$ cat src/sv/assert_macros.svh
// Assertion macros shared by the RTL of the HSL shift block.
// Needs no other file; bodies are empty when SYNTHESIS is defined.
`ifndef ASSERT_MACROS_SVH
`define ASSERT_MACROS_SVH
`ifndef SYNTHESIS
// Same-cycle implication, disabled while reset is asserted.
`define ASSERT_IMPLIES(lbl, clk, rst_n, ante, cons) \
  lbl: assert property (@(posedge clk) disable iff (!rst_n) (ante) |-> (cons)) \
    else $error("assertion failed: implication");
// Next-cycle implication, disabled while reset is asserted.
`define ASSERT_NEXT(lbl, clk, rst_n, ante, cons) \
  lbl: assert property (@(posedge clk) disable iff (!rst_n) (ante) |=> (cons)) \
    else $error("assertion failed: next-cycle implication");
`else
`define ASSERT_IMPLIES(lbl, clk, rst_n, ante, cons)
`define ASSERT_NEXT(lbl, clk, rst_n, ante, cons)
`endif
`endif

$ cat src/sv/rhsl_pkg.sv
// Shared types, constants and the divider step of the HSL shift block.
// Used by the front, queue, back and top-level modules.
package rhsl_pkg;

  localparam int FRAC_BITS   = 16;
  localparam int ONE         = 1 << FRAC_BITS;
  localparam int CFG_W       = 14;
  localparam int DIV_STAGES  = 25;          // quotient bits per divider lane
  localparam int QUEUE_DEPTH = 4;
  localparam int QPTR_W      = 2;
  localparam int HUE_FULL    = 360 * ONE;
  // floor(x / 15) = (x * HUE_RECIP) >> 28 for x below 2^22.
  localparam logic [24:0] HUE_RECIP = 25'd17895698;
  // floor(x * ONE / 510) = (x * LIGHT_RECIP) >> 17 for x up to 510.
  localparam logic [24:0] LIGHT_RECIP = 25'd16843010;

  typedef enum logic [1:0] {
    CFG_HUE   = 2'd0,
    CFG_SAT   = 2'd1,
    CFG_LIGHT = 2'd2
  } cfg_idx_e;

  typedef enum logic [1:0] {
    SEL_UP,
    SEL_T1,
    SEL_DOWN,
    SEL_T2
  } chan_sel_e;

  typedef struct packed {
    logic [8:0]  sum;    // max + min
    logic [7:0]  d;      // max - min
    logic [16:0] num;    // hue numerator
    logic [7:0]  sden;   // saturation denominator
    logic        gray;
    logic        last;
  } px_item_t;

  typedef struct packed {
    logic              full;
    logic              empty;
    logic [QPTR_W:0]   count;
  } q_status_t;

  // One restoring division step: returns {remainder, shifted dividend/quotient}.
  function automatic logic [34:0] div_step(input logic [9:0] rem,
                                           input logic [24:0] low,
                                           input logic [8:0] dvs);
    logic [9:0] r2;
    logic       qb;
    r2 = {rem[8:0], low[24]};
    qb = (r2 >= {1'b0, dvs});
    if (qb) r2 = r2 - {1'b0, dvs};
    return {r2, low[23:0], qb};
  endfunction

endpackage

$ cat src/sv/rhsl_queue.sv
// Small FIFO that decouples the classifying front end from the back end.
// Depends on rhsl_pkg.
module rhsl_queue (
  input  logic                 clk_i,
  input  logic                 rst_ni,
  input  logic                 push_i,
  input  rhsl_pkg::px_item_t   item_i,
  input  logic                 pop_i,
  output rhsl_pkg::px_item_t   item_o,
  output rhsl_pkg::q_status_t  status_o
);

  rhsl_pkg::px_item_t              mem_q [rhsl_pkg::QUEUE_DEPTH];
  logic [rhsl_pkg::QPTR_W-1:0]     wr_q, rd_q;
  logic [rhsl_pkg::QPTR_W:0]       cnt_q;

  assign item_o          = mem_q[rd_q];
  assign status_o.count  = cnt_q;
  assign status_o.empty  = (cnt_q == '0);
  assign status_o.full   = (cnt_q == (rhsl_pkg::QPTR_W+1)'(rhsl_pkg::QUEUE_DEPTH));

  always_ff @(posedge clk_i or negedge rst_ni) begin
    if (!rst_ni) begin
      wr_q  <= '0;
      rd_q  <= '0;
      cnt_q <= '0;
    end else begin
      if (push_i) wr_q <= wr_q + 1'b1;
      if (pop_i)  rd_q <= rd_q + 1'b1;
      if (push_i && !pop_i)      cnt_q <= cnt_q + 1'b1;
      else if (!push_i && pop_i) cnt_q <= cnt_q - 1'b1;
    end
  end

  always_ff @(posedge clk_i) begin
    if (push_i) mem_q[wr_q] <= item_i;
  end

endmodule

$ cat config.mk
export PLATFORM = sky130hd
export DESIGN_NAME = rhsl_queue
export DESIGN_NICKNAME = d
export VERILOG_FILES = /design/src/sv/assert_macros.svh /design/src/sv/rhsl_pkg.sv /design/src/sv/rhsl_queue.sv
export SDC_FILE = /design/constraint.sdc
export NUM_CORES = 1
export LEC_CHECK = 0
export BUFFER_PORTS_ARGS = -buffer_cell sky130_fd_sc_hd__buf_2
export CAP_MARGIN = 20
export CORE_ASPECT_RATIO = 0.7
export CORE_MARGIN = 2
export CORE_UTILIZATION = 61
export CTS_CLUSTER_DIAMETER = 150
export DETAILED_ROUTE_END_ITERATION = 7
export GPL_ROUTABILITY_DRIVEN = 1
export HOLD_SLACK_MARGIN = 0.03
export PLACE_DENSITY = 0.84
export SETUP_SLACK_MARGIN = 0.02
export SYNTH_ARGS = -nofsm -noshare
export SYNTH_HDL_FRONTEND = slang
export SYNTH_SLANG_ARGS = --single-unit
$ cat constraint.sdc
create_clock -name clk_i -period 4.1 [get_ports clk_i]
set_input_delay 0.615 -clock clk_i [delete_from_list [all_inputs] [get_ports clk_i]]
set_output_delay 0.615 -clock clk_i [all_outputs]
set_load 0.1 [all_outputs]
==> results.txt, run 1 <==
The flow ran to the end, and the final reports show no timing, DRC or antenna violations. In the routed design, unresolved DRC markers number 0. The tools report the number of warnings reported in the yosys synthesis log as 0. The height of the chip was 92.37 um.

In this run the remaining antenna-violating nets after routing total 0. The flip-flop and latch count after synthesis was 183; the maximum fanout along the worst path was 46. The final layout contains routed wiring with a total length of 11.48 mm. The instance count along the most critical hold path came out at 1.

The pre-antenna-repair detailed-routing pass consisted of 4 iterations. The critical path goes through mux4_1 > buf_2. The congestion estimate from routability-driven global placement came to 0.7308. At the pin with the least slew margin, the transition time is 0.9696 ns. Global routing used 21.08% of the available tracks across all layers. After synthesis, the most frequently instantiated cells are 176 x edfxtp_1, 38 x mux4_2, 7 x dfrtp_1, 6 x mux4_1. Across the run, the number of max-cap violations was 0. The root cell of the clock tree is clkbuf_16.

Synthesis instantiated 19 different standard cells from the library. The largest total area in the synthesized netlist belongs to edfxtp_1. After synthesis, the mean cell area works out to 25.78 um2. By area the synthesized netlist is led by edfxtp_1 78%, mux4_2 13%, dfrtp_1 2.6%, mux4_1 2.3%, buf_12 1.2%.

On the worst path, the slowest cell contributes a delay of 1.00 ns. Timing analysis after detailed placement gives a worst setup slack of 1.440 ns. For the worst clock skew on the final layout, the log shows 0.009639 ns. In the post-synthesis netlist, the cell with the most instances is edfxtp_1. After detailed routing, the average wire length per cell comes to 21.26 um. The run gives 6805 um2 as the cell area after technology mapping. The max-slew violation count came out at 0. At the later pin of the worst-skew pair, clock insertion delay measures 0.42 ns.

The net count of the finished layout is 429. The tools report the number of inserted diodes as 0. The largest individual stage delay along the critical path comes from the cell dfrtp_4. The area share of the largest cell type after synthesis works out to 77.66%. Setup repair after global routing left no endpoint under its margin. The worst endpoint required time came out at 3.48 ns. The floorplan has 32 rows. The area growth from synthesis to layout is 17.45%. Entering global routing, the biggest net connects 47 pins. For this run, the leading register cell type out of synthesis is edfxtp_1.

The detailed-route via count was 3,092; the number of top-level design ports was 97. The floorplan step set the die width to 130.2 um. The quantity of I/O buffers inserted on ports is 96. The async set-reset flop share out of synthesis was 3.825%; the gate count of the mapped netlist was 264.

Clock-pin slew was measured on the worst setup and hold paths at 0.06 ns. The logs give 0 for the remaining global-route overflow and 80.24% for the sequential-to-total area share from yosys stat. The area of the core region came out at 10,930 um2. TritonCTS built the clock tree. Hold timing on the final database bottoms out at a slack of 0.4078 ns. The net count after synthesis came out at 318. STA classifies the critical path startpoint as a flop. In this run the worst hold path is classified as input port to flop. Data arrives at the worst endpoint at 2.45 ns.

The run gives 0 as the number of antenna violations at the first check in global routing. For the maximum buffer depth of the clock tree, the log shows 2. Measured in cells, the most critical reg-to-reg path has a length of 4. The number of sinks handled by clock tree synthesis was 183. In the final timing run, aggregate negative setup slack is 0 ns. The synthesized design contains 176 enable-type register cells. The final cycle utilization of the critical path is 74.73%, and the post-layout utilization of the core is 73.12%. Of the cells placed in the final design, the portion with a size suffix greater than 1 is 44.70%. Using the TritonRoute via totals, the vias-per-cell ratio works out to 5.726. The logs give 1.036 ns for the final worst setup slack and 0 for the count of final hold-check violations.

The number of violations reported at the end of detailed-routing iteration 0 came out at 267. In this run the tightest slew margin relative to its limit is 35.36%. The number of global-route vias before repair was 3,288. In this run, CTS created clock tree buffers numbering 17. CTS built an H-tree with a depth of 4.

The tools report the critical path endpoint category as a primary output. The first global-routing pass estimated 17.80 mm of wire. The die covers 12,030 um2.

The final critical delay including setup and external delays was 3.064 ns; the estimated wirelength of the detail-placed design was 6.768 mm. The critical path is of the flop to primary output type. Highest attainable clock frequency: 326.4 MHz. The initial utilization of the core area, before any placement, comes to 62.26%. Setup-violating endpoint count in the final report: 0.
## worst max-delay path, delay by kind of cell (launching register included)
kind	cells	cell delay (ns)
flip-flops	1	1.00
buffers and inverters	1	0.31
multiplexers	1	0.65
## worst paths after layout
check	from	slack (ns)	to
worst max-delay path	rd_q[0]$_DFFE_PN0P_	1.04	item_o[39]
worst min-delay path	item_i[22]	0.41	mem_q[3][22]$_DFFE_PP_
worst max register to register	wr_q[0]$_DFFE_PN0P_	2.00	mem_q[0][25]$_DFFE_PP_
worst min register to register	wr_q[0]$_DFFE_PN0P_	0.55	wr_q[0]$_DFFE_PN0P_
max in group asynchronous	rst_ni	3.32	rd_q[0]$_DFFE_PN0P_
min in group asynchronous	rst_ni	0.60	cnt_q[0]$_DFFE_PN0P_
## sequential cells by signal, summed over array words and instances (netlist names)
name and count:
rd_q 2, wr_q 2, cnt_q 3, mem_q 176
## cell type report
class | count | area (um2)
Multi-Input combinational cell | 67 | 1219
Clock inverter | 12 | 128.9
Sequential cell | 183 | 5465
Timing Repair Buffer | 102 | 540.5
Tap cell | 153 | 191.4
Inverter | 4 | 15.01
Clock buffer | 19 | 432.9
Fill cell | 655 | 2938
## metrics by stage
stage          std cells  cell area, um2
3_3_place_gp         507            7401
3_5_place_dp         507            7401
6_report             540            7993
5_1_grt              540            7993
4_1_cts              539            7973
2_1_floorplan        264            6805
## routing by layer
| metal | vias to the layer above | global-route usage, % | part of all wire (%) |
|---|---|---|---|
| met2 | 111 | 32.85 | 50 |
| met3 | 12 | 7.799 | 8.3 |
| met4 | 0 | 6.989 | 1.1 |
| li1 | 1341 | - | - |
| met5 | - | 0 | 0 |
| met1 | 1628 | 28.16 | 41 |
## what timing repair did
| action | CTS | global route |
|---|---|---|
| hold buffers | 1 | 0 |
| resized for setup | 0 | 0 |
| buffers inserted | 0 | 0 |
| endpoints found under the hold margin | 7 | 0 |
## kinds of logic (layout without fill, tap and decap cells)
family	count (synthesis)	after routing	synth area share [%]
flops	183	183	80.24
compound gates	1	1	0.07347
simple gates	9	9	0.7169
buf+inv	14	137	1.930
xor+xnor	6	6	0.7722
fa+ha+maj	6	6	1.213
mux	45	45	15.06
## cell usage in the layout (no fill, tap or decap)
master	n
buf_2	96
inv_1	4
dlygate4sd3_1	1
clkinv_2	1
nor3_1	1
inv_6	1
bufinv_16	2
xnor2_1	2
clkbuf_16	17
buf_12	1
and2_2	4
buf_4	4
edfxtp_1	176
clkinv_1	2
dfrtp_4	1
xor2_1	4
clkbuf_1	2
mux4_1	6
fa_1	1
mux4_2	38
nor3b_1	1
ha_1	5
o21ai_0	1
clkinv_4	2
clkinvlp_4	4
mux2_2	1
dfrtp_1	5
nor2_1	1
nand2_1	2
dfrtp_2	1
Power of run 1 is left out: the tool's default activity adds up to more than one toggle a clock period on the data nets, which glitch-free logic cannot reach.
==> inputs of run 2 (changes only) <==
--- a/config.mk
+++ b/config.mk
@@ -9,12 +9,12 @@
 export CAP_MARGIN = 20
 export CORE_ASPECT_RATIO = 0.7
 export CORE_MARGIN = 2
-export CORE_UTILIZATION = 61
+export CORE_UTILIZATION = 51
 export CTS_CLUSTER_DIAMETER = 150
 export DETAILED_ROUTE_END_ITERATION = 7
 export GPL_ROUTABILITY_DRIVEN = 1
 export HOLD_SLACK_MARGIN = 0.03
-export PLACE_DENSITY = 0.84
+export PLACE_DENSITY = 0.75
 export SETUP_SLACK_MARGIN = 0.02
 export SYNTH_ARGS = -nofsm -noshare
 export SYNTH_HDL_FRONTEND = slang
==> constraint.sdc (replaced) <==
create_clock -name clk_i -period 2.7 [get_ports clk_i]
set_input_delay 0.405 -clock clk_i [delete_from_list [all_inputs] [get_ports clk_i]]
set_output_delay 0.405 -clock clk_i [all_outputs]
set_load 0.1 [all_outputs]
==> results.txt, run 2 (synthesized netlist as in run 1, its figures left out) <==
The run finished with clean final reports. The core region is 13,090 um2. On the final layout, the worst clock skew is 0.005361 ns.

The run gives 151 as the number of violations reported at the end of detailed-routing iteration 0. The tools report the count of final hold-check violations as 0. In the layout the commonest cells are 176 x edfxtp_1, 96 x buf_2, 38 x mux4_2. Cells with a size suffix above 1 make up 46.70% of the layout. In the final layout, the registers with the most flip-flops are mem_q: 176 flops, cnt_q: 3 flops. The critical path goes through buf_12 > mux4_1 > buf_2. The critical path contains buffers and inverters numbering 2 combined.

CTS placed an instance of clkbuf_16 at the clock tree root. The filler cell count is 890. STA classifies the critical path startpoint as a flop.

The final critical delay including setup and external delays is 2.548 ns. The flip-flop count of the largest register after layout came out at 176. Path type of the worst setup path: flop to primary output. The growth of design area from synthesis to finish works out to 18.96%.

Worst-margin pin slew: 0.6394 ns. In the final routed layout, each cell accounts on average for 20.38 um. For the number of top-level design ports, the log shows 97.

Setup repair after global routing left no endpoint under its margin. The maximum buffer depth of the clock tree is 2, and the highest cell delay on the worst timing path is 0.60 ns. The clock slew seen by the registers of the worst setup and hold paths was 0.07 ns; the count of standard-cell rows was 35. The height of the chip is 100.6 um, and the starting density of the core is 51.97%. The maximum fanout along the worst path came out at 21.

The tools report the number of antenna violations at the first check in global routing as 0. The critical path endpoint category was a primary output. The number of remaining DRC errors came out at 0. Headroom to the max-slew limit came out at 57.37%. Insertion delay to the later sink of the worst-skew pair: 0.42 ns. The logs give 0 for the max-slew violation count and 0.5723 ns for the worst slack after detailed placement. TritonCTS built the clock tree. For the maximum number of pins on one net before global-route repair, the log shows 24. The run gives 17 as the total CTS buffers. On the critical path the largest part of the delay comes from multiplexers. The final worst setup slack was 0.1516 ns; the number of sinks handled by clock tree synthesis was 183. The slowest stage of the critical path belongs to the cell mux4_1. The detailed-route via count is 3,013, and the via-per-instance ratio is 5.371.

The first TritonRoute pass finished after 5 iterations. The path class of the tightest hold or removal check is input port to flop. The number of antenna-violating nets in the routed design is 0. The quantity of I/O buffers inserted on ports came out at 96. The final routed wirelength across all metal layers was 11.43 mm.

Once layout is done, the placed cells without fillers occupy 8095 um2. The number of standard cells in the final layout excluding fillers was 561; the worst endpoint required time was 2.30 ns. Setup violations remaining at the end of the flow were counted as 0.

The logs give 14,300 um2 for the total die area and 17.74 mm for the wire length of the first global-routing pass. Summing all placed instances gives a cell area of 7517 um2. The register with the highest flop count was mem_q. STA puts the critical path data arrival time at 2.14 ns.

The global routing usage summed across all routing layers is 17.41%. The post-layout utilization of the core is 61.83%. For the final estimated routing congestion in global placement, the log shows 0.6915. Leading cell type in the layout, fill and taps excluded: edfxtp_1. The clock tree synthesis step divided the H-tree into 4 levels.

At the end of the flow, the number of nets in the layout was 435. Summed over all nets, the half-perimeter wirelength after detailed placement is 7.110 mm. Including well taps, the total number of placed cells is 527. The floorplan step set the die width to 142.1 um. The logs give 0 for the number of violations of the max-capacitance limit and 3,206 for the number of global-route vias before repair. The worst path uses 94.38% of the clock period. Based on the critical path, the design can be clocked at up to 392.4 MHz. Global routing finished with a remaining overflow of 0.
## run 2: cell count changes in the layout (fill, tap and decap cells not counted)
cell / before / now
buf_12: 1 / 3
buf_4: 4 / 8
bufinv_16: 2 / 1
clkbuf_1: 2 / 0
clkinvlp_4: 4 / 1
diode_2: 0 / 1
inv_6: 1 / 7
inv_8: 0 / 1
nor3_1: 1 / 0
nor3_2: 0 / 1
nor3b_1: 1 / 0
nor3b_2: 0 / 1
## run 2: worst reg2reg max path, stage by stage, from the launching register on
cell,delay (ns)
dfrtp_1,0.42
inv_1,0.10
ha_1,0.13
and2_2,0.55
buf_12,0.27
## run 2: through the flow
| step | hold slack (ns) | TNS [ns] |
|---|---|---|
| 2_1_floorplan | 0.1094 | -0.01397 |
| 3_3_place_gp | 0.2510 | 0 |
| 3_5_place_dp | 0.2514 | 0 |
| 4_1_cts | 0.1740 | 0 |
| 5_1_grt | 0.1747 | 0 |
| 6_report | 0.1915 | 0 |
## run 2: cell type report
cell class	count	area, um2	area share, %
Multi-Input combinational cell	67	1229	15.18
Inverter	4	15.01	0.1855
Clock inverter	15	140.1	1.731
Tap cell	166	207.7	2.566
Antenna cell	1	2.502	0.03091
Timing Repair Buffer	108	610.6	7.543
Clock buffer	17	425.4	5.255
Sequential cell	183	5465	67.51
## run 2: timing repair
action	CTS	global route
endpoints found under the hold margin	7	0
gates resized for setup	0	0
buffers inserted	0	0
hold buffers	1	0
## run 2: final timing paths
path	cells past startpoint	from	slack (ns)	end
max	3	rd_q[0]$_DFFE_PN0P_	0.15	item_o[30]
min	1	item_i[20]	0.19	mem_q[0][20]$_DFFE_PP_
max reg2reg	4	wr_q[0]$_DFFE_PN0P_	0.91	mem_q[0][29]$_DFFE_PP_
min reg2reg	1	wr_q[0]$_DFFE_PN0P_	0.53	wr_q[0]$_DFFE_PN0P_
max in group asynchronous	2	rst_ni	2.18	rd_q[0]$_DFFE_PN0P_
min in group asynchronous	2	rst_ni	0.35	cnt_q[0]$_DFFE_PN0P_
## run 2: routing by layer
layer / part of all wire, % / up-vias / GRT usage (%)
li1: - / 1354 / -
met2: 49 / 89 / 27.46
met1: 44 / 1557 / 22.44
met5: 0 / - / 0
met3: 6.0 / 13 / 6.271
met4: 1.1 / 0 / 7.077
Power of run 2 is left out for the same reason.
==> inputs of run 3 (changes only) <==
--- a/config.mk
+++ b/config.mk
@@ -15,6 +15,7 @@
 export GPL_ROUTABILITY_DRIVEN = 1
 export HOLD_SLACK_MARGIN = 0.03
 export PLACE_DENSITY = 0.75
+export RECOVER_POWER = 50
 export SETUP_SLACK_MARGIN = 0.02
 export SYNTH_ARGS = -nofsm -noshare
 export SYNTH_HDL_FRONTEND = slang
==> results.txt, run 3 (synthesized netlist as in run 1, its figures left out) <==
The die covers 14,300 um2. In this run the tool buffered the top-level ports with 96 buffer cells. The remaining global-route overflow was 0; the height of the chip was 100.6 um. Entering global routing, the biggest net connects 24 pins. The via-per-instance ratio is 5.393.

Clock-pin slew was measured on the worst setup and hold paths at 0.06 ns. The path type of the worst setup path is flop to primary output. The estimated wirelength of the detail-placed design was 7.110 mm. The number of global-route vias before repair was 3,206; the number of violations of the max-capacitance limit was 0. For the count of standard-cell rows, the log shows 35. The insertion delay to the later sink of the worst-skew pair was 0.42 ns; the final routed wirelength across all metal layers was 11.43 mm. The leading cell type in the layout, fill and taps excluded is edfxtp_1. Type of element launching the critical path: a flop. For the worst setup path, the data required time is 2.30 ns. The routed layout has 3,020 vias. The flow ran to the end, and the final reports show no timing, DRC or antenna violations. Cells with a size suffix above 1 make up 34.77% of the layout. STA classifies the critical path endpoint as a primary output.

Dividing the detail-routed wire length by the instance count gives 20.41 um. The maximum buffer depth of the clock tree is 2, and the depth of the CTS H-tree is 4. The class of the tightest hold or removal check is input port to flop. The worst-margin pin slew is 1.229 ns. In the routed design, unresolved DRC markers number 0. For this run, the post-layout net count is 435.

TritonCTS built the clock tree. For the register-to-register path setup slack, the log shows 0.44 ns. The number of standard cells in the final layout excluding fillers is 560, and the die width is 142.1 um. The root cell of the clock tree is clkbuf_16.

The tools report the number of top-level design ports as 97. Based on the critical path, the design can be clocked at up to 390.9 MHz. The number of antenna violations at the first check in global routing was 0.

The number of clock buffers added by TritonCTS is 17. Starting density of the core: 51.97%. The first detailed-routing pass took 4 iterations.

Register with the highest flop count: mem_q. The growth of design area from synthesis to finish works out to 18.05%. In the final layout, the registers with the most flip-flops are mem_q: 176 flops, cnt_q: 3 flops.

The register with the most flip-flops in the layout has 176 of them. After the first detailed-routing iteration, the DRC count stood at 158. For this run, the total global-route usage over all layers was measured as 17.41%. The run gives 0.6915 as the final estimated routing congestion in global placement. Clock skew on the completed layout was measured at 0.006066 ns. The repair_antennas step left the layout with diodes totalling 0. Setup violations remaining at the end of the flow were counted as 0. The worst slew margin relative to its limit was 18.04%; the number of antenna-violating nets in the routed design was 0.

After clock tree synthesis, the setup repair step added 0 buffers. For the finished layout, the period the worst path requires is 2.558 ns. The top cell types in the final layout, fill and taps aside, are 176 x edfxtp_1, 51 x buf_2, 45 x clkbuf_1. The count of final hold-check violations was 0; the final cycle utilization of the critical path was 94.74%.

After floorplanning, the core was sized to cover 13,090 um2. The run gives 0 as the max-slew violation count. For the signal arrival time at the worst endpoint, the log shows 2.15 ns.

The wire length of the first global-routing pass was 17.74 mm; the number of sinks handled by clock tree synthesis was 183. Of all nets on the critical path, the largest fanout is 21. Worst-case hold slack: 0.2063 ns. Setup repair after global routing left no endpoint under its margin. Number of placed instances with taps included: 527.
[run 3: changes by cell type in the layout (fill, tap and decap cells not counted), sizes merged]
cell	change
clkbuf	+45
diode	-1
buf	-45
[run 3: routing by layer]
metal | share of wire, % | track usage [%]
met5 | 0 | 0
met4 | 0.91 | 7.077
met3 | 6.7 | 6.271
met2 | 49 | 27.46
met1 | 43 | 22.44
[run 3: timing repair]
item / 4_1_cts / 5_1_grt
hold buffers: 1 / 0
hold endpoints to repair: 7 / 0
resized for setup: 0 / 0
[run 3: final timing paths]
path	startpoint	to	depth (start not counted)
max	rd_q[0]$_DFFE_PN0P_	item_o[30]	3
min	pop_i	rd_q[0]$_DFFE_PN0P_	2
max reg2reg	wr_q[0]$_DFFE_PN0P_	mem_q[3][29]$_DFFE_PP_	3
min reg2reg	cnt_q[2]$_DFFE_PN0P_	cnt_q[2]$_DFFE_PN0P_	1
max in group asynchronous	rst_ni	rd_q[0]$_DFFE_PN0P_	2
min in group asynchronous	rst_ni	cnt_q[0]$_DFFE_PN0P_	2
[run 3: area by class of cell]
cell class,count,area [um2]
multi-input cells,67,1226
flip-flops and latches,183,5465
repair buffers,108,554.3
clock inverters,15,140.1
fillers,907,5060
well taps,166,207.7
inverters,4,15.01
clock buffers,17,425.4
[run 3: critical path, cell delays in order (launching register included)]
cell and delay (ns):
dfrtp_4 0.55, buf_12 0.25, mux4_1 0.60, buf_2 0.31
[run 3: through the flow]
step	area, um2	utilization (%)	setup TNS (ns)	setup WS (ns)
floorplan	6815	-	-0.01397	-0.01397
global placement	7517	57.41	0	0.5986
detailed placement	7517	57.41	0	0.5723
CTS	8093	61.81	0	0.1129
global route	8034	61.36	0	0.05760
finish	8034	61.36	0	0.1421
Power of run 3 is left out for the same reason.
