## src/sv/assert_macros.svh

```systemverilog
// Assertion macros shared by the RTL of the HSL shift block.
// Needs no other file; bodies are empty when SYNTHESIS is defined.
`ifndef ASSERT_MACROS_SVH
`define ASSERT_MACROS_SVH
`ifndef SYNTHESIS
// Same-cycle implication, disabled while reset is asserted.
`define ASSERT_IMPLIES(lbl, clk, rst_n, ante, cons) \
  lbl: assert property (@(posedge clk) disable iff (!rst_n) (ante) |-> (cons)) \
    else $error("assertion failed: implication");
// Next-cycle implication, disabled while reset is asserted.
`define ASSERT_NEXT(lbl, clk, rst_n, ante, cons) \
  lbl: assert property (@(posedge clk) disable iff (!rst_n) (ante) |=> (cons)) \
    else $error("assertion failed: next-cycle implication");
`else
`define ASSERT_IMPLIES(lbl, clk, rst_n, ante, cons)
`define ASSERT_NEXT(lbl, clk, rst_n, ante, cons)
`endif
`endif

```

## src/sv/rhsl_pkg.sv

```systemverilog
// Shared types, constants and the divider step of the HSL shift block.
// Used by the front, queue, back and top-level modules.
package rhsl_pkg;

  localparam int FRAC_BITS   = 16;
  localparam int ONE         = 1 << FRAC_BITS;
  localparam int CFG_W       = 14;
  localparam int DIV_STAGES  = 25;          // quotient bits per divider lane
  localparam int QUEUE_DEPTH = 4;
  localparam int QPTR_W      = 2;
  localparam int HUE_FULL    = 360 * ONE;
  // floor(x / 15) = (x * HUE_RECIP) >> 28 for x below 2^22.
  localparam logic [24:0] HUE_RECIP = 25'd17895698;
  // floor(x * ONE / 510) = (x * LIGHT_RECIP) >> 17 for x up to 510.
  localparam logic [24:0] LIGHT_RECIP = 25'd16843010;

  typedef enum logic [1:0] {
    CFG_HUE   = 2'd0,
    CFG_SAT   = 2'd1,
    CFG_LIGHT = 2'd2
  } cfg_idx_e;

  typedef enum logic [1:0] {
    SEL_UP,
    SEL_T1,
    SEL_DOWN,
    SEL_T2
  } chan_sel_e;

  typedef struct packed {
    logic [8:0]  sum;    // max + min
    logic [7:0]  d;      // max - min
    logic [16:0] num;    // hue numerator
    logic [7:0]  sden;   // saturation denominator
    logic        gray;
    logic        last;
  } px_item_t;

  typedef struct packed {
    logic              full;
    logic              empty;
    logic [QPTR_W:0]   count;
  } q_status_t;

  // One restoring division step: returns {remainder, shifted dividend/quotient}.
  function automatic logic [34:0] div_step(input logic [9:0] rem,
                                           input logic [24:0] low,
                                           input logic [8:0] dvs);
    logic [9:0] r2;
    logic       qb;
    r2 = {rem[8:0], low[24]};
    qb = (r2 >= {1'b0, dvs});
    if (qb) r2 = r2 - {1'b0, dvs};
    return {r2, low[23:0], qb};
  endfunction

endpackage

```

## src/sv/rhsl_front.sv

```systemverilog
// Front end: accepts RGB pixels and classifies them into HSL divider operands.
// Depends on rhsl_pkg.
module rhsl_front (
  input  logic                clk_i,
  input  logic                rst_ni,
  input  logic                s_tvalid_i,
  input  logic [23:0]         s_tdata_i,
  input  logic                s_tlast_i,
  output logic                s_tready_o,
  input  logic                q_full_i,
  output logic                item_valid_o,
  output rhsl_pkg::px_item_t  item_o
);

  logic               valid_q;
  rhsl_pkg::px_item_t item_q, item_d;
  logic [7:0]         r, g, b, mx, mn, d;
  logic [8:0]         sum;
  logic [10:0]        k;
  logic               take;

  assign s_tready_o   = !valid_q || !q_full_i;
  assign take         = s_tvalid_i && s_tready_o;
  assign item_valid_o = valid_q;
  assign item_o       = item_q;

  always_comb begin
    r = s_tdata_i[7:0];
    g = s_tdata_i[15:8];
    b = s_tdata_i[23:16];
    mx = r;
    if (g > mx) mx = g;
    if (b > mx) mx = b;
    mn = r;
    if (g < mn) mn = g;
    if (b < mn) mn = b;
    d   = mx - mn;
    sum = {1'b0, mx} + {1'b0, mn};
    // Sector offset in units of d; every branch ends non-negative.
    if (mx == r) begin
      if (g >= b) k = {3'b0, g} - {3'b0, b};
      else k = ({3'b0, d} * 11'd6) + {3'b0, g} - {3'b0, b};
    end else if (mx == g) begin
      k = {2'b0, d, 1'b0} + {3'b0, b} - {3'b0, r};
    end else begin
      k = {1'b0, d, 2'b0} + {3'b0, r} - {3'b0, g};
    end
    item_d.sum  = sum;
    item_d.d    = d;
    item_d.num  = {k, 6'b0} - {4'b0, k, 2'b0};
    item_d.sden = (sum > 9'd255) ? 8'(9'd510 - sum) : sum[7:0];
    item_d.gray = (d == 8'd0);
    item_d.last = s_tlast_i;
  end

  always_ff @(posedge clk_i or negedge rst_ni) begin
    if (!rst_ni) begin
      valid_q <= 1'b0;
    end else if (s_tready_o) begin
      valid_q <= s_tvalid_i;
    end
  end

  always_ff @(posedge clk_i) begin
    if (take) item_q <= item_d;
  end

endmodule

```

## config.mk

```make
export PLATFORM = sky130hd
export DESIGN_NAME = rhsl_front
export DESIGN_NICKNAME = d
export VERILOG_FILES = /design/src/sv/assert_macros.svh /design/src/sv/rhsl_pkg.sv /design/src/sv/rhsl_front.sv
export SDC_FILE = /design/constraint.sdc
export NUM_CORES = 1
export LEC_CHECK = 0
export ABC_CLOCK_PERIOD_IN_PS = 5150
export BUFFER_PORTS_ARGS = -buffer_cell sky130_fd_sc_hd__buf_2
export CORE_MARGIN = 2
export CORE_UTILIZATION = 53
export DETAILED_ROUTE_END_ITERATION = 8
export PLACE_DENSITY = 0.73
export RECOVER_POWER = 100
export SKIP_LAST_GASP = 1
export SLEW_MARGIN = 15
export SYNTH_ARGS = -nofsm -noshare
export SYNTH_HDL_FRONTEND = slang
export SYNTH_SLANG_ARGS = --single-unit
```

## constraint.sdc

```tcl
create_clock -name clk_i -period 5.15 [get_ports clk_i]
set_clock_uncertainty 0.05 [all_clocks]
set_input_delay 0.7725 -clock clk_i [delete_from_list [all_inputs] [get_ports clk_i]]
set_output_delay 0.7725 -clock clk_i [all_outputs]
set_load 0.01 [all_outputs]
```

==> summary.md, run 1 <==
| Metric | Value |
|---|---|
| I/O Buffers | 72 |
| Initial antenna violation count | 0 |
| Die W | 114 um |
| Initial Util | 53.9% |
| Seq/Total Area, Yosys | 19.0% |
| Rel. slew slack | -83.2% |
| Antenna-violating nets left | 0 |
| I/O Pins | 75 |
| FILL cells | 492 |
| Failing checks | max-capacitance violations, max-slew violations, negative setup slack |
| R2R Setup Slk | 2.14 ns |
| Final GP Congestion | 0.936 |
| Clk Tree Root Cell | clkbuf_16 |
| Cell row count | 40 |
| Global-route wire length before repair | 38600 um |
| Clock Sinks | 41 |
| Period utilization | 176% |
| Pre-Repair DR Iteration Count | 8 |
| CP max stage cell | fa_1 |
| Max Cap Violations | 1 |
| Top Layer Used | met4 |
| Die height | 114 um |
| Inserted Diodes | 0 |
| Worst r2r path cells | 2 |
| Most frequent cells in the layout | buf_4, ha_1, inv_1, clkbuf_1, nor2_1 |
| Syn_area_per_cell | 8.83 um^2 |
| Reg-to-reg startpoint | item_valid_o |
| Critical-path maximum fanout | 5 |
| DR WL/cell | 25.0 um |
| Cell variety after synth | 75 |
| WS Path Type | primary input to flip-flop |
| CTS Buffer Depth | 2 |
| Synth async-reset ratio | 2.44% |
| Vias in the first global route | 7607 |
| Final Net Count | 1250 |
| Synth warn | 0 |
| Critical Path RT | 5.13 ns |
| Num CTS Buffers | 5 |
| Worst-margin pin slew | 2.75 ns |
| Register area | 1230 um^2 |
| Final Hold Fails | 0 |
| DP Wirelength | 17900 um |
| WL final | 31100 um |
| CP Capture Type | flip-flop |
| DR WL met2 | 14300 um |
| Startpoint Class | primary input |
| Area of the multi-input gates | 6210 um^2 |
| Largest net degree at the start of global routing | 41 |
| Synth Instances | 730 |
| GRT Total Usage | 37.7% |
| Vias post-DR | 8157 |
| Count of hold-fix buffers inserted at cts | 0 |
| Clock-pin slew on the worst setup and hold paths | 0.06 ns |
| Routed wl met3 | 3100 um |
| Later-pin clock latency in the skew report | 0.28 ns |
| Final min period | 9.08 ns |
| Final Worst Setup Slack | -3.93 ns |
| Wl on met1 | 10500 um |
| RSZ-0062 raised after global routing | yes |
| DR DRC count | 0 |
| Worst hold-check path type | primary input to asynchronous set/reset pin |
| Post-synth EDFFs | 40 |
| Main synth FF type | edfxtp_1 |
| Crit path largest cell delay | 0.47 ns |
| Drt first-iter violations | 1114 |
| Status | finished, violations left |
| Critical R2R Capture | item_o[21] |
| Synth-to-layout area growth | 68.6% |
| Netlist Area Pre-Place | 6440 um^2 |
| Die ar. | 13100 um^2 |
| Commonest non-fill, non-tap cell in the layout | buf_4 |
| Setup slack at placement | -4.15 ns |
| Setup violations, final | 29 |
| DR vias/cell | 6.55 |
| H-Tree Level Count | 2 |
| FMAX | 110 MHz |
| Share of cells above drive strength 1 | 50.6% |
| Most used cell, CP | buf_4 |
| CTS tree | yes |
| Core area | 12000 um^2 |
| Synth Register Bits | 41 |
| Worst Path Arrival | 9.06 ns |
| Max-slew violations | 41 |
| Grt ovf | 0 |
critical path: cells and delay by family:
kind	cells	cell delay [ns]
AO/OA/AOI/OAI	16	2.98
XOR/XNOR	2	0.25
adder cells (fa/ha/maj)	7	2.18
buffers and inverters	11	1.35
multiplexers	1	0.31
AND/OR/NAND/NOR	7	1.20
layout make-up:
class                   instances  share of cell area, %
clock buffers                   5                   1.15
clock inverters                 3                  0.633
inverters                      72                   2.69
multi-input cells             604                   57.1
flip-flops and latches         41                   11.3
well taps                     147                   1.69
repair buffers                374                   25.4
logic make-up (layout without fill, tap and decap cells):
group           count (synthesis)  count (layout)  synth area share, %
flops                          41              41                 19.0
buf+inv                        87             454                 5.40
fa+ha+maj                     125             125                 27.4
xor+xnor                       82              82                 11.1
mux                            12              12                 1.92
simple gates                  163             164                 12.1
compound gates                219             219                 23.0
other cells                     1               2               0.0582
per-layer routing:
layer | up-vias | track usage [%]
met2 | 712 | 67.4
li1 | 3374 | -
met4 | 0 | 17.4
met3 | 289 | 3.39
met1 | 3782 | 45.8
met5 | - | 0
synth_stat cells (3+ instances only):
cell type,number,share of area [%]
xor2_1,41,5.6
inv_1,70,4.1
a211oi_2,3,0.58
nor3_1,11,0.85
fa_1,27,8.4
buf_2,4,0.31
a21boi_0,3,0.35
o21ai_1,5,0.39
nor2_1,65,3.8
nand4_1,12,1.2
mux2_2,3,0.52
nand2_1,31,1.8
a211o_1,4,0.54
o211ai_1,7,0.82
and3_1,4,0.39
clkbuf_1,7,0.41
nand2b_1,4,0.39
xnor2_1,41,5.6
ha_1,96,19
mux2i_1,9,1.4
nand3_1,9,0.70
o31a_1,5,0.68
nor4_1,4,0.39
o21a_1,10,1.2
a211oi_1,6,0.70
o21bai_1,11,1.3
a31oi_1,4,0.39
nor2b_1,12,1.2
o21ai_0,27,2.1
buf_4,4,0.47
a21oi_1,83,6.4
edfxtp_1,40,19
a21o_1,17,2.0
worst max-delay path by stage:
stage / endpoint / startpoint / slack [ns] / cells past startpoint
after floorplan: item_o[26] / s_tdata_i[5] / -3.32 / 40
after global placement: item_o[25] / s_tdata_i[5] / -3.89 / 46
after detailed placement: item_o[25] / s_tdata_i[5] / -4.15 / 46
after CTS: item_o[25] / s_tdata_i[5] / -3.40 / 48
after global routing: item_o[25] / s_tdata_i[5] / -4.08 / 46
final: item_o[26] / s_tdata_i[7] / -3.93 / 44
metrics by stage:
stage                     hold WS, ns  TNS, ns  std cells  instance area, um^2  utilization [%]
final                           0.198   -51.62       1246                10900             90.8
after floorplan                 0.427   -36.79        731                 6840                -
after detailed placement        0.481   -56.42       1168                 9040             75.6
after global routing            0.199   -54.34       1246                10900             90.8
after CTS                       0.194   -38.36       1221                10200             85.5
after global placement          0.444   -53.34       1168                 9040             75.6
state kept, by name, indices dropped and copies added (netlist names):
name / flops
item_valid_o: 1
item_o: 40
what timing repair did:
action                                 in CTS  in global routing
gates cloned                                2                  0
pin swaps                                 104                 89
setup endpoints to repair                  26                 28
endpoints found under the hold margin       0                  0
resized for setup                         133                 98
buffers inserted                           46                 29
Power of run 1 is left out: the tool's default activity adds up to more than one toggle a clock period on the data nets, which glitch-free logic cannot reach.
==> inputs of run 2 (changes only) <==
--- a/config.mk
+++ b/config.mk
@@ -5,12 +5,13 @@
 export SDC_FILE = /design/constraint.sdc
 export NUM_CORES = 1
 export LEC_CHECK = 0
-export ABC_CLOCK_PERIOD_IN_PS = 5150
+export ABC_CLOCK_PERIOD_IN_PS = 7850
 export BUFFER_PORTS_ARGS = -buffer_cell sky130_fd_sc_hd__buf_2
 export CORE_MARGIN = 2
 export CORE_UTILIZATION = 53
+export CTS_CLUSTER_SIZE = 20
 export DETAILED_ROUTE_END_ITERATION = 8
-export PLACE_DENSITY = 0.73
+export PLACE_DENSITY = 0.76
 export RECOVER_POWER = 100
 export SKIP_LAST_GASP = 1
 export SLEW_MARGIN = 15
==> constraint.sdc (replaced) <==
create_clock -name clk_i -period 7.85 [get_ports clk_i]
set_clock_uncertainty 0.05 [all_clocks]
set_input_delay 1.1775 -clock clk_i [delete_from_list [all_inputs] [get_ports clk_i]]
set_output_delay 1.1775 -clock clk_i [all_outputs]
set_load 0.01 [all_outputs]
==> run 2 against run 1 <==
- the run still ends with max-capacitance violations, max-slew violations, negative setup slack left
- clock-buffer cell count grew 1
- sequential cell count unchanged
- critical path depth up 5
- design area fell by 6.3%
- first-iteration DRC count shrank 16%
- worst setup slack better by 2.3 ns
- hold slack improved by 0.34 ns
- sequential share of layout area grew 0.76 points
- cell count decreased by 4.2%
- largest cell class unchanged
==> summary.md, run 2 (synthesis gave the netlist of run 1 again) <==
| Metric | Value |
|---|---|
| RSZ-0062 raised after global routing | yes |
| Worst-margin pin slew | 2.90 ns (+0.148 ns) |
| Inserted Diodes | 0 (unchanged) |
| Pre-Repair DR Iteration Count | 7 (-1) |
| Setup violations, final | 11 (-62%) |
| Clock Sinks | 41 (unchanged) |
| Max Cap Violations | 1 (unchanged) |
| Worst Path Arrival | 9.45 ns (+0.39 ns) |
| Clock-pin slew on the worst setup and hold paths | 0.06 ns (about the same) |
| Most frequent cells in the layout | buf_4, ha_1, inv_1, a21oi_1, nor2_1 |
| Period utilization | 120% |
| GRT Total Usage | 38.7% (+1.1 points) |
| Global-route wire length before repair | 38900 um (+0.91%) |
| Failing checks | max-capacitance violations, max-slew violations, negative setup slack |
| Final Net Count | 1198 (-4.2%) |
| Initial antenna violation count | 0 (unchanged) |
| Crit path largest cell delay | 0.38 ns (-0.09 ns) |
| Setup slack at placement | -1.74 ns (+2.41 ns) |
| Final Hold Fails | 0 (unchanged) |
| Die height | 114 um (unchanged) |
| Worst hold-check path type | flip-flop to flip-flop |
| Share of cells above drive strength 1 | 43.6% (-7.0 points) |
| Status | finished, violations left |
| Vias post-DR | 7751 (-5.0%) |
| I/O Buffers | 72 (unchanged) |
| DR WL/cell | 24.5 um (-2.0%) |
| CP Buf/Inv Count | 11 (unchanged) |
| Rel. slew slack | -93.1% (-9.9 points) |
| Core area | 12000 um^2 (unchanged) |
| Startpoint Class | primary input |
| Hold slack | 0.536 ns (+0.338 ns) |
| Antenna-violating nets left | 0 (unchanged) |
| DP Wirelength | 18000 um (+0.67%) |
| Count of hold-fix buffers inserted at cts | 0 (unchanged) |
| DR DRC count | 0 (unchanged) |
| Final min period | 9.46 ns |
| Vias in the first global route | 7460 (-1.9%) |
| FMAX | 106 MHz |
| Synth-to-layout area growth | 58.0% |
| CTS Buffer Depth | 2 (unchanged) |
| Crit path max-delay family | adder cells |
| Largest net degree at the start of global routing | 41 (unchanged) |
| Grt ovf | 0 (unchanged) |
| Final Worst Setup Slack | -1.61 ns (+2.32 ns) |
| WS Path Type | primary input to flip-flop |
| Commonest non-fill, non-tap cell in the layout | buf_4 |
| H-Tree Level Count | 2 (unchanged) |
| Initial Util | 53.9% (unchanged) |
| Drt first-iter violations | 938 (-16%) |
| Die W | 114 um (unchanged) |
| Num CTS Buffers | 5 (unchanged) |
| CP Capture Type | flip-flop |
| I/O Pins | 75 (unchanged) |
| WL final | 29200 um (-6.1%) |
| Cell row count | 40 (unchanged) |
| DR vias/cell | 6.49 (-0.84%) |
| Setup TNS | -12.00 ns (+39.62 ns) |
| Max-slew violations | 41 (unchanged) |
| Max reg flops | 40 (unchanged) |
| Later-pin clock latency in the skew report | 0.29 ns (about the same) |
| Clk Tree Root Cell | clkbuf_16 |
| Die ar. | 13100 um^2 (unchanged) |
| Critical Path RT | 7.84 ns (+2.71 ns) |
| Critical-path maximum fanout | 3 (-2) |
| CP max stage cell | fa_2 |
| Final GP Congestion | 0.984 (+5.2%) |
| CTS tree | yes |
## run 2: cell types whose count changed in the layout (fill, tap and decap cells not counted), moves of 5 or more
cell and change:
buf_6 -9, a21oi_1 +22, inv_1 +6, inv_2 -8, buf_4 -40, a21oi_2 -19, nor2_1 +5
## run 2: repair_timing
action | CTS | global route
pin swaps | 67 | 36
setup endpoints to repair | 11 | 11
buffers inserted | 48 | 23
cloned | 2 | 0
resized for setup | 115 | 64
## run 2: layer usage
metal	vias up	wire length [um]	GRT usage, %
met3	244	2760	6.30
met1	3624	10300	45.6
li1	3263	-	-
met4	0	2330	21.9
met5	-	0	0
met2	620	13800	67.1
## run 2: final timing paths
check / to / startpoint / cells past startpoint / slack (ns)
max: item_o[25] / s_tdata_i[4] / 49 / -1.61
min: item_valid_o / item_valid_o / 2 / 0.54
max reg2reg: item_o[14] / item_valid_o / 2 / 4.72
min reg2reg: item_valid_o / item_valid_o / 2 / 0.54
max in group asynchronous: item_valid_o / rst_ni / 1 / 7.07
min in group asynchronous: item_valid_o / rst_ni / 1 / 0.59
## run 2: worst reg2reg max path, delay by kind of cell, from the launching register on
family / cells / cell delay, ns
DFF: 1 / 0.39
and+or+nand+nor: 2 / 2.24
## run 2: final cells by class
class / instances / area, um^2
Timing Repair Buffer: 323 / 2350
Sequential cell: 41 / 1230
Fill cell: 649 / 1780
Multi-Input combinational cell: 603 / 5960
Inverter: 72 / 299
Tap cell: 147 / 184
Clock inverter: 2 / 13.8
Clock buffer: 6 / 139
## run 2: stage by stage
stage	area, um^2	std cells	utilization (%)
finish	10200	1194	85.1
global route	10200	1194	85.1
CTS	9720	1171	81.3
detailed placement	8610	1117	72.0
global placement	8610	1117	72.0
floorplan	6800	731	-
Power of run 2 is left out for the same reason.
==> inputs of run 3 (changes only) <==
==> constraint.sdc (replaced) <==
create_clock -name clk_i -period 7.85 [get_ports clk_i]
set_clock_uncertainty 0.05 [all_clocks]
set_input_delay 0.3925 -clock clk_i [delete_from_list [all_inputs] [get_ports clk_i]]
set_output_delay 0.3925 -clock clk_i [all_outputs]
set_load 0.01 [all_outputs]
==> run 3 against run 2 <==
- the flow still finishes with violations (max-capacitance violations, max-slew violations, negative setup slack)
- register-to-register slack improved by 0.24 ns
- via count decreased by 9.2%
- wire length decreased by 17%
- critical path type unchanged
==> summary.md, run 3 (synthesis gave the netlist of run 1 again) <==
| Metric | Value |
|---|---|
| RSZ-0062 raised after global routing | yes |
| DR WL/cell | 20.6 um (-16%) |
| GRT Total Usage | 34.0% (-4.8 points) |
| Core area | 12000 um^2 (unchanged) |
| Synth-to-layout area growth | 50.4% |
| Drt first-iter violations | 582 (-38%) |
| R2R Setup Slk | 4.96 ns (+0.24 ns) |
| Later-pin clock latency in the skew report | 0.28 ns (about the same) |
| Crit path largest cell delay | 0.54 ns (+0.16 ns) |
| Final Net Count | 1178 (-1.7%) |
| Startpoint Class | primary input |
| Critical R2R Capture | item_o[14] |
| Worst hold path cell count | 1 (-1) |
| Largest net degree at the start of global routing | 41 (unchanged) |
| CP Capture Type | flip-flop |
| WHS Endpoint | item_o[0] |
| Worst r2r path cells | 2 (unchanged) |
| Grt ovf | 0 (unchanged) |
| Antenna-violating nets left | 0 (unchanged) |
| FMAX | 117 MHz (+11%) |
| DR vias/cell | 5.99 (-7.7%) |
| Grt peak-use layer | met2 |
| I/O Buffers | 72 (unchanged) |
| Clock-pin slew on the worst setup and hold paths | 0.06 ns (about the same) |
| WS Path Type | primary input to flip-flop |
| Clock Sinks | 41 (unchanged) |
| Worst-margin pin slew | 2.61 ns (-0.288 ns) |
| Final Worst Setup Slack | -0.697 ns (+0.911 ns) |
| Setup TNS | -4.67 ns (+7.33 ns) |
| Reg-to-reg startpoint | item_valid_o |
| Most frequent cells in the layout | buf_4, ha_1, inv_1, nor2_1, a21oi_1 |
| DP Wirelength | 17200 um (-4.1%) |
| Share of cells above drive strength 1 | 39.3% (-4.2 points) |
| Die W | 114 um (unchanged) |
| Initial antenna violation count | 0 (unchanged) |
| Initial Util | 53.9% (unchanged) |
| Max Cap Violations | 1 (unchanged) |
| Max-slew violations | 41 (unchanged) |
| Failing checks | max-capacitance violations, max-slew violations, negative setup slack |
| Vias post-DR | 7038 (-9.2%) |
| GR Layer Usage met3 | 2.81% (-3.5 points) |
| Worst Path Arrival | 8.54 ns (-0.91 ns) |
| Met1 usage | 42.9% (-2.6 points) |
| I/O Pins | 75 (unchanged) |
| Min-Delay Startpoint | s_tlast_i |
| Inserted Diodes | 0 (unchanged) |
| Status | finished, violations left |
| Max reg flops | 40 (unchanged) |
| Pre-Repair DR Iteration Count | 4 (-3) |
| Final Hold Fails | 0 (unchanged) |
| Clk Tree Root Cell | clkbuf_16 |
| Met2 Use GR | 59.4% (-7.7 points) |
| Critical Path RT | 7.84 ns (about the same) |
| Die ar. | 13100 um^2 (unchanged) |
| CTS tree | yes |
| Final GP Congestion | 0.981 (-0.27%) |
| WL final | 24200 um (-17%) |
| Global-route wire length before repair | 34800 um (-11%) |
| Num CTS Buffers | 5 (unchanged) |
| Commonest non-fill, non-tap cell in the layout | buf_4 |
| Die height | 114 um (unchanged) |
| Worst hold-check path type | primary input to flip-flop |
| H-Tree Level Count | 2 (unchanged) |
| Cell row count | 40 (unchanged) |
| Period utilization | 109% (-12 points) |
| Final min period | 8.55 ns (-0.911 ns) |
| CP max stage cell | fa_1 |
| Most used cell, CP | ha_4 |
| Vias in the first global route | 6943 (-6.9%) |
| DR DRC count | 0 (unchanged) |
| Critical-path maximum fanout | 5 (+2) |
| Setup violations, final | 10 (-1) |
| Rel. slew slack | -73.9% (+19 points) |
| CTS Buffer Depth | 2 (unchanged) |
[run 3: changes by cell type in the layout (fill, tap and decap cells not counted), moves of 4 or more]
cell | previous run | this run
xnor2_1 | 28 | 35
buf_6 | 19 | 11
buf_4 | 231 | 218
a21oi_2 | 17 | 25
ha_1 | 64 | 77
ha_4 | 29 | 19
xnor2_2 | 9 | 4
a21oi_1 | 54 | 49
nor2_1 | 48 | 53
o21ai_0 | 14 | 18
inv_1 | 58 | 62
o21ai_1 | 10 | 6
[run 3: layout make-up]
class                   instances  area, um^2
multi-input cells             604        5740
fillers                       757        2270
repair buffers                302        2100
flip-flops and latches         41        1230
inverters                      72         288
well taps                     147         184
clock buffers                   7         143
clock inverters                 1        7.51
[run 3: how the worst max path moves through the flow]
stage,startpoint,endpoint
detailed placement,s_tdata_i[5],item_o[25]
floorplan,s_tdata_i[5],item_o[26]
global placement,s_tdata_i[5],item_o[25]
finish,s_tdata_i[5],item_o[25]
CTS,s_tdata_i[13],item_o[26]
global route,s_tdata_i[7],item_o[25]
[run 3: repair_timing]
action,in CTS,in global routing
buffers inserted,41,25
hold buffers,1,0
hold endpoints to repair,1,0
pin swaps,43,56
gates resized for setup,56,76
endpoints found under the setup margin,7,11
cloned,1,0
[run 3: worst max-delay path, delay by kind of cell]
| family | cells | cell delay [ns] |
|---|---|---|
| AO/OA/AOI/OAI | 13 | 2.80 |
| XOR/XNOR | 6 | 0.92 |
| adder cells (fa/ha/maj) | 8 | 2.29 |
| buffers and inverters | 7 | 0.71 |
| AND/OR/NAND/NOR | 14 | 1.43 |
[run 3: metal layers]
| metal | vias to the layer above | wire [um] |
|---|---|---|
| met3 | 93 | 1530 |
| met5 | - | 0 |
| met2 | 366 | 11700 |
| li1 | 3218 | - |
| met1 | 3361 | 9630 |
| met4 | 0 | 1310 |
[run 3: stage by stage]
| step | instances | hold WS, ns | setup slack [ns] | util [%] | area, um^2 |
|---|---|---|---|---|---|
| final | 1174 | 0.234 | -0.697 | 81.0 | 9690 |
| after global routing | 1174 | 0.239 | -1.05 | 81.0 | 9690 |
| after CTS | 1150 | 0.231 | -0.398 | 76.6 | 9160 |
| after detailed placement | 1099 | 0.123 | -1.15 | 70.3 | 8410 |
| after global placement | 1099 | 0.117 | -0.871 | 70.3 | 8410 |
| after floorplan | 731 | 0.0469 | -0.241 | - | 6750 |
Power of run 3 is left out for the same reason.
